**src/rtl/core/saff_pkg.sv**
```systemverilog
// Shared constants, types and tables of the sprite affine transform block.
// No dependencies; every other file of the block refers to this package by scoped names.
package saff_pkg;

  // Fraction width of positions, scales, matrix terms and sine/cosine.
  localparam int FRAC_BITS     = 16;
  // Number of CORDIC rotation stages.
  localparam int CORDIC_STAGES = 16;

  // Field widths.
  localparam int POS_W = 32;
  localparam int SC_W  = 24;
  localparam int ANG_W = 32;
  localparam int M_W   = 24;
  localparam int T_W   = 32;

  // Angles are always Q16.16 degrees.
  localparam int ANG_FULL    = 23592960;
  localparam int ANG_HALF    = 11796480;
  localparam int ANG_QUARTER = 5898240;
  // Residue of the sign offset 2^(ANG_W-1) modulo a full turn.
  localparam int ANG_OFFSET  = int'((64'd1 << (ANG_W - 1)) % 64'(ANG_FULL));

  // Modulo reduction: eight conditional subtractions, two per pipeline stage.
  localparam int RED_STEPS     = 8;
  localparam int RED_PER_STAGE = 2;
  localparam int RED_STAGES    = RED_STEPS / RED_PER_STAGE;
  localparam int REM_W         = 25;
  localparam int PHI_W         = 26;

  // CORDIC datapath.
  localparam int XY_W    = 32;
  localparam int XY_FRAC = 30;
  localparam int Z_W     = 26;
  localparam int CS_SHIFT = XY_FRAC - FRAC_BITS;
  localparam int CS_W    = XY_W + 1 - CS_SHIFT;
  localparam logic signed [XY_W-1:0] GAIN_Q30 = XY_W'(652032874);

  localparam int ATAN_W = 22;
  // atan(2^-i) in degrees, Q16.16, rounded to nearest.
  localparam logic [ATAN_W-1:0] ATAN_DEG [32] = '{
    22'd2949120, 22'd1740967, 22'd919879, 22'd466945,
    22'd234379,  22'd117304,  22'd58666,  22'd29335,
    22'd14668,   22'd7334,    22'd3667,   22'd1833,
    22'd917,     22'd458,     22'd229,    22'd115,
    22'd57,      22'd29,      22'd14,     22'd7,
    22'd4,       22'd2,       22'd1,      22'd0,
    22'd0,       22'd0,       22'd0,      22'd0,
    22'd0,       22'd0,       22'd0,      22'd0
  };

  typedef struct packed {
    logic signed [POS_W-1:0] origin_x;
    logic signed [POS_W-1:0] origin_y;
    logic signed [POS_W-1:0] pos_x;
    logic signed [POS_W-1:0] pos_y;
    logic signed [SC_W-1:0]  scale_x;
    logic signed [SC_W-1:0]  scale_y;
  } saff_geom_t;

  typedef struct packed {
    logic signed [CS_W-1:0] cos_v;
    logic signed [CS_W-1:0] sin_v;
  } saff_trig_t;

  typedef struct packed {
    logic signed [M_W-1:0] m_xx;
    logic signed [M_W-1:0] m_xy;
    logic signed [M_W-1:0] m_yx;
    logic signed [M_W-1:0] m_yy;
  } saff_mat_t;

  typedef struct packed {
    saff_mat_t             mat;
    logic signed [T_W-1:0] trans_x;
    logic signed [T_W-1:0] trans_y;
  } saff_result_t;

endpackage

```
**src/rtl/core/saff_angle_reduce.sv**
```systemverilog
// Angle reduction pipeline: wraps the rotation modulo a full turn and folds the
// negated angle into [-90, 90] degrees with a flip flag. Depends on saff_pkg.
module saff_angle_reduce (
  input  logic                               clk,
  input  logic                               rst_n,
  input  logic                               adv,
  input  logic                               in_valid,
  input  logic signed [saff_pkg::ANG_W-1:0]  in_angle,
  input  saff_pkg::saff_geom_t               in_geom,
  output logic                               out_valid,
  output logic signed [saff_pkg::PHI_W-1:0]  out_phi,
  output logic                               out_flip,
  output saff_pkg::saff_geom_t               out_geom
);

  localparam int NS = saff_pkg::RED_STAGES;
  localparam int AW = saff_pkg::ANG_W;
  localparam int PW = saff_pkg::PHI_W;
  localparam int RW = saff_pkg::REM_W;

  localparam logic signed [PW-1:0] FULL_S    = PW'(saff_pkg::ANG_FULL);
  localparam logic signed [PW-1:0] HALF_S    = PW'(saff_pkg::ANG_HALF);
  localparam logic signed [PW-1:0] QUARTER_S = PW'(saff_pkg::ANG_QUARTER);
  localparam logic [RW-1:0]        OFFSET_U  = RW'(saff_pkg::ANG_OFFSET);
  localparam logic [RW-1:0]        WRAP_U    = RW'(saff_pkg::ANG_FULL - saff_pkg::ANG_OFFSET);

  // Full turn scaled by the weight of subtraction step j (largest first).
  function automatic logic [AW-1:0] step_of(input int j);
    return AW'(saff_pkg::ANG_FULL) << (saff_pkg::RED_STEPS - 1 - j);
  endfunction

  logic [AW-1:0]        rem_r   [NS];
  logic [NS-1:0]        vld_r;
  saff_pkg::saff_geom_t geom_r  [NS];

  logic [RW-1:0]        t_nxt, t_r;
  logic                 vf1_r;
  saff_pkg::saff_geom_t gf1_r;

  logic signed [PW-1:0] t_s, phi_a, phi_nxt, phi_r;
  logic                 flip_nxt, flip_r, vf2_r;
  saff_pkg::saff_geom_t gf2_r;

  // The signed angle is offset by 2^31 so the remainder works on an unsigned word.
  for (genvar s = 0; s < NS; s++) begin : g_red
    logic [AW-1:0] src;
    logic [AW-1:0] rem_nxt;
    if (s == 0) begin : g_first
      assign src = {~in_angle[AW-1], in_angle[AW-2:0]};
    end else begin : g_next
      assign src = rem_r[s-1];
    end
    always_comb begin
      rem_nxt = src;
      for (int k = 0; k < saff_pkg::RED_PER_STAGE; k++) begin
        if (rem_nxt >= step_of(s * saff_pkg::RED_PER_STAGE + k)) begin
          rem_nxt = rem_nxt - step_of(s * saff_pkg::RED_PER_STAGE + k);
        end
      end
    end
    always_ff @(posedge clk) begin
      if (adv) begin
        rem_r[s] <= rem_nxt;
      end
    end
  end

  // Remove the offset again to get the angle in [0, 360).
  always_comb begin
    if (rem_r[NS-1][RW-1:0] < OFFSET_U) begin
      t_nxt = rem_r[NS-1][RW-1:0] + WRAP_U;
    end else begin
      t_nxt = rem_r[NS-1][RW-1:0] - OFFSET_U;
    end
  end

  // Negate into [-180, 180) and fold into the right half plane.
  always_comb begin
    t_s      = $signed(PW'(t_r));
    phi_a    = (t_s > HALF_S) ? FULL_S - t_s : -t_s;
    phi_nxt  = phi_a;
    flip_nxt = 1'b0;
    if (phi_a > QUARTER_S) begin
      phi_nxt  = phi_a - HALF_S;
      flip_nxt = 1'b1;
    end else if (phi_a < -QUARTER_S) begin
      phi_nxt  = phi_a + HALF_S;
      flip_nxt = 1'b1;
    end
  end

  always_ff @(posedge clk) begin
    if (!rst_n) begin
      vld_r <= '0;
      vf1_r <= 1'b0;
      vf2_r <= 1'b0;
    end else if (adv) begin
      vld_r <= {vld_r[NS-2:0], in_valid};
      vf1_r <= vld_r[NS-1];
      vf2_r <= vf1_r;
    end
  end

  always_ff @(posedge clk) begin
    if (adv) begin
      geom_r[0] <= in_geom;
      for (int s = 1; s < NS; s++) begin
        geom_r[s] <= geom_r[s-1];
      end
      t_r    <= t_nxt;
      gf1_r  <= geom_r[NS-1];
      phi_r  <= phi_nxt;
      flip_r <= flip_nxt;
      gf2_r  <= gf1_r;
    end
  end

  assign out_valid = vf2_r;
  assign out_phi   = phi_r;
  assign out_flip  = flip_r;
  assign out_geom  = gf2_r;

  a_rem_in_turn: assert property (@(posedge clk) disable iff (!rst_n)
    vld_r[NS-1] |-> (rem_r[NS-1] < AW'(saff_pkg::ANG_FULL)))
    else $error("angle remainder not below a full turn");

  a_phi_folded: assert property (@(posedge clk) disable iff (!rst_n)
    out_valid |-> (phi_r <= QUARTER_S && phi_r >= -QUARTER_S))
    else $error("folded angle outside the right half plane");

endmodule

```
**config.mk**
```make
export PLATFORM = sky130hd
export DESIGN_NAME = saff_angle_reduce
export DESIGN_NICKNAME = d
export VERILOG_FILES = /design/src/rtl/core/saff_pkg.sv /design/src/rtl/core/saff_angle_reduce.sv
export SDC_FILE = /design/constraint.sdc
export NUM_CORES = 1
export LEC_CHECK = 0
export BUFFER_PORTS_ARGS = -buffer_cell sky130_fd_sc_hd__buf_2
export CAP_MARGIN = 20
export CELL_PAD_IN_SITES_DETAIL_PLACEMENT = 1
export CELL_PAD_IN_SITES_GLOBAL_PLACEMENT = 2
export CORE_ASPECT_RATIO = 0.9
export CORE_UTILIZATION = 41
export DETAILED_ROUTE_END_ITERATION = 16
export GPL_TIMING_DRIVEN = 0
export PLACE_DENSITY_LB_ADDON = 0.1
export SLEW_MARGIN = 20
export SYNTH_ARGS = -nofsm -noshare
export SYNTH_HDL_FRONTEND = slang
export SYNTH_SLANG_ARGS = --single-unit
```
**constraint.sdc**
```tcl
create_clock -name clk -period 4.8 [get_ports clk]
set_input_delay 0.96 -clock clk [delete_from_list [all_inputs] [get_ports clk]]
set_output_delay 0.96 -clock clk [all_outputs]
set_load 0.1 [all_outputs]
```
==> impl_table.tex <==
\begin{tabular}{lr}
\hline
Metric & Value \\
\hline
\multicolumn{2}{l}{\textbf{Logic synthesis}} \\
Total number of yosys warnings & 0 \\
Post-Synthesis Mean Instance Area & 22.4 um2 \\
Share of synthesized registers carrying an async set or reset & 0\% \\
Syn Std Cell Area & 41100 um2 \\
FF+latch count, synth & 1235 \\
Sequential cell area fraction in the yosys report & 90.2\% \\
Distinct cell type count after synthesis & 84 \\
Dominant synthesized flop cell & sky130\_fd\_sc\_hd\_\_edfxtp\_1 \\
Number of enable-type register cells in the synthesized netlist & 1229 \\
Post-Synthesis Net Count & 2068 \\
Syn Inst Count & 1834 \\
\multicolumn{2}{l}{\textbf{Setup path}} \\
Cell family with most CP delay & simple AND/OR/NAND/NOR gates \\
Required time of the critical path & 5.23 ns \\
Worst EP arrival & 5.14 ns \\
Kind of end point of the critical path & register \\
Path depth of the worst reg2reg path & 16 \\
Max Fanout on Critical Path & 6 \\
Critical Path Start Type & register \\
Reg-to-reg setup timing slack & 0.08 ns \\
Cell Chain, Critical Path & nor3\_4 > nand4\_1 > o31a\_1 > nor2\_1 > nor3\_1 > o21ai\_1 > nand2\_2 > ha\_4 > nand4b\_1 > nand2\_2 > ha\_4 > or4b\_4 > or4\_4 > o41a\_4 > o211ai\_1 > o211ai\_1 \\
Slowest stage cell on the critical path & sky130\_fd\_sc\_hd\_\_o41a\_4 \\
Biggest cell delay along the critical path & 0.57 ns \\
Reg-to-reg critical path endpoint & out\_phi[20]\$\_DFFE\_PP\_ \\
Startpoint of the worst register-to-register path & t\_r[8]\$\_DFFE\_PP\_ \\
Combined buffer and inverter count along the critical path & 0 \\
Critical path type & register to register \\
\multicolumn{2}{l}{\textbf{Final layout}} \\
Area growth, synth to finish & 19.8\% \\
Non-filler cells, final & 3838 \\
Number of nets at the end of the flow & 2639 \\
Highest-count cells in the layout ignoring fill and taps & sky130\_fd\_sc\_hd\_\_edfxtp\_1, sky130\_fd\_sc\_hd\_\_buf\_2, sky130\_fd\_sc\_hd\_\_clkbuf\_16 \\
Final core utilization & 49.8\% \\
Final Cell Area & 49200 um2 \\
Fraction of layout cells with a size suffix above 1 & 27.6\% \\
Commonest non-fill, non-tap cell in the layout & sky130\_fd\_sc\_hd\_\_edfxtp\_1 \\
\multicolumn{2}{l}{\textbf{Placed design}} \\
Port Buf Inserts & 415 \\
Hpwl dp & 44.8 mm \\
Post-place instance area & 45100 um2 \\
GPL Wtd Cong & 0.799 \\
Inst Count DP & 3590 \\
\multicolumn{2}{l}{\textbf{Clocking}} \\
TritonCTS Buffers & 119 \\
H-tree depth & 3 \\
Clock Pin Slew Worst Setup and Hold Paths & 0.06 ns \\
Root Buffer & sky130\_fd\_sc\_hd\_\_clkbuf\_16 \\
Number of sinks driven by the clock tree & 1235 \\
Clk buf depth & 3 \\
CTS hold repair buffers & 0 \\
Clock tree from TritonCTS & yes \\
Insertion delay of the later-clocked pin in the worst-skew pair & 0.71 ns \\
\multicolumn{2}{l}{\textbf{Global route}} \\
GRT overflow & 0 \\
Number of antenna violations at the first check in global routing & 21 \\
Maximum number of pins on one net before global-route repair & 154 \\
Via count of the first global-routing pass & 18600 \\
Combined global-route utilization of all metal layers & 13.3\% \\
Global-route wire length before repair & 104 mm \\
\multicolumn{2}{l}{\textbf{Timing}} \\
Total count of max-transition violations in the final report & 0 \\
Relative max-transition margin & 45.1\% \\
Unrepaired setup endpoints after global routing & yes \\
Hold Vio Cnt, Final & 0 \\
Final setup violation count & 0 \\
Crit share post-route & 98.2\% \\
Achievable frequency & 0.212 GHz \\
Time the worst path needs with I/O delays and setup & 4.72 ns \\
Post-Route Setup TNS & 0 ns \\
Slew at the pin closest to its max-slew limit & 0.813 ns \\
Fin Clk Skew & 0.0235 ns \\
\multicolumn{2}{l}{\textbf{Flow run}} \\
MaxCap Viol Count & 0 \\
\multicolumn{2}{l}{\textbf{Min path}} \\
Worst Hold Path EP & geom\_r[3][61]\$\_DFFE\_PP\_ \\
Worst hold path class & register to register \\
Number of cells on the worst hold path & 0 \\
Startpoint of the lowest-slack hold path & geom\_r[2][61]\$\_DFFE\_PP\_ \\
\multicolumn{2}{l}{\textbf{Floorplan}} \\
Core Footprint & 98700 um2 \\
Chip Width & 336 um \\
Cell Rows & 109 \\
Number of ports placed on the die boundary & 416 \\
Vertical die dimension & 302 um \\
Initial Util & 41.6\% \\
DIE AREA & 101000 um2 \\
\multicolumn{2}{l}{\textbf{Pwr}} \\
Peak supply drop & 0.000308 V \\
Leakage Power & 17.4 nW \\
Final Power & 0.0252 W \\
Power Density & 512 nW/um2 \\
\multicolumn{2}{l}{\textbf{Detailed routing}} \\
Initial drt markers & 1076 \\
Final ANT Viol Nets & 0 \\
Number of iterations in the first detailed-routing pass & 4 \\
Post-detailed-routing wire length & 68.7 mm \\
Drc violations & 0 \\
Avg Vias per Cell & 4.69 \\
Average routed wire per standard cell & 17.9 um \\
Total via count after detailed routing & 18000 \\
\multicolumn{2}{l}{\textbf{Outcome}} \\
Status & finished, final reports clean \\
\hline
\end{tabular}
==> final cells by class <==
cell class	instances	area, um2
Clock buffer	144	3180
Fill cell	9040	49600
Inverter	48	180
Antenna cell	9	22.5
Multi-Input combinational cell	530	3860
Timing Repair Buffer	452	2550
Sequential cell	1235	37000
Tap cell	1332	1670
Buffer	19	93.8
Clock inverter	69	592
==> registers in the layout (all words and copies together), names as in the netlist, 4 cells and up <==
register	count
geom_r	704
out_geom	176
t_r	25
rem_r	121
gf1_r	176
out_phi	26
vld_r	4
==> synth_stat cells (15+ instances only) <==
cell type | number | share of area, %
sky130_fd_sc_hd__edfxtp_1 | 1229 | 90
sky130_fd_sc_hd__nor2_1 | 53 | 0.48
sky130_fd_sc_hd__inv_1 | 48 | 0.44
sky130_fd_sc_hd__nand2_1 | 46 | 0.42
sky130_fd_sc_hd__xnor2_1 | 41 | 0.87
sky130_fd_sc_hd__o21ai_0 | 38 | 0.46
sky130_fd_sc_hd__nor4_1 | 27 | 0.41
sky130_fd_sc_hd__nor3_1 | 25 | 0.30
sky130_fd_sc_hd__a21oi_1 | 23 | 0.28
sky130_fd_sc_hd__ha_1 | 22 | 0.67
sky130_fd_sc_hd__mux2i_1 | 15 | 0.37
sky130_fd_sc_hd__nor2b_1 | 15 | 0.23
sky130_fd_sc_hd__o211ai_1 | 15 | 0.27
==> power breakdown <==
group	internal, W	total, W	switching (W)
clock network	0.00504	0.00889	0.00385
logic	0.000918	0.00318	0.00226
registers	0.0129	0.0131	0.000282
==> cell families after synthesis <==
| logic type | synth area share (%) |
|---|---|
| AO/OA/AOI/OAI | 3.12 |
| adder cells (fa/ha/maj) | 0.670 |
| buffers and inverters | 0.680 |
| XOR/XNOR | 1.13 |
| AND/OR/NAND/NOR | 3.63 |
| flip-flops | 90.2 |
| multiplexers | 0.585 |
==> layer usage <==
metal	vias to the layer above	global-route usage, %	wire length (um)
li1	8513	-	-
met1	8943	15.5	27300
met2	366	22.7	34900
met3	147	4.91	4550
met4	26	4.42	1720
met5	-	0	174
==> metrics by stage <==
stage / hold WS, ns / worst slack, ns
floorplan: 0.400 / 0.00178
global placement: 0.400 / -15.86
detailed placement: 0.405 / -1.01
CTS: 0.352 / -0.0192
global route: 0.366 / -0.172
finish: 0.413 / 0.0841
==> worst max path at each step <==
| stage | startpoint | end | slack, ns | depth (start not counted) |
|---|---|---|---|---|
| after floorplan | t_r[0]$_DFFE_PP_ | out_phi[19]$_DFFE_PP_ | 0.002 | 17 |
| after global placement | adv | gf1_r[59]$_DFFE_PP_ | -15.86 | 1 |
| after detailed placement | t_r[0]$_DFFE_PP_ | out_phi[21]$_DFFE_PP_ | -1.01 | 17 |
| after CTS | t_r[1]$_DFFE_PP_ | out_phi[25]$_DFFE_PP_ | -0.02 | 17 |
| after global routing | t_r[8]$_DFFE_PP_ | out_phi[20]$_DFFE_PP_ | -0.17 | 16 |
| final | t_r[8]$_DFFE_PP_ | out_phi[20]$_DFFE_PP_ | 0.08 | 16 |
==> timing repair <==
action                     4_1_cts  5_1_grt
setup endpoints to repair        9        9
pin swaps                        5       19
gates resized for setup         13       18
setup buffers                   12       16
Power figures use the tool's default switching activity.
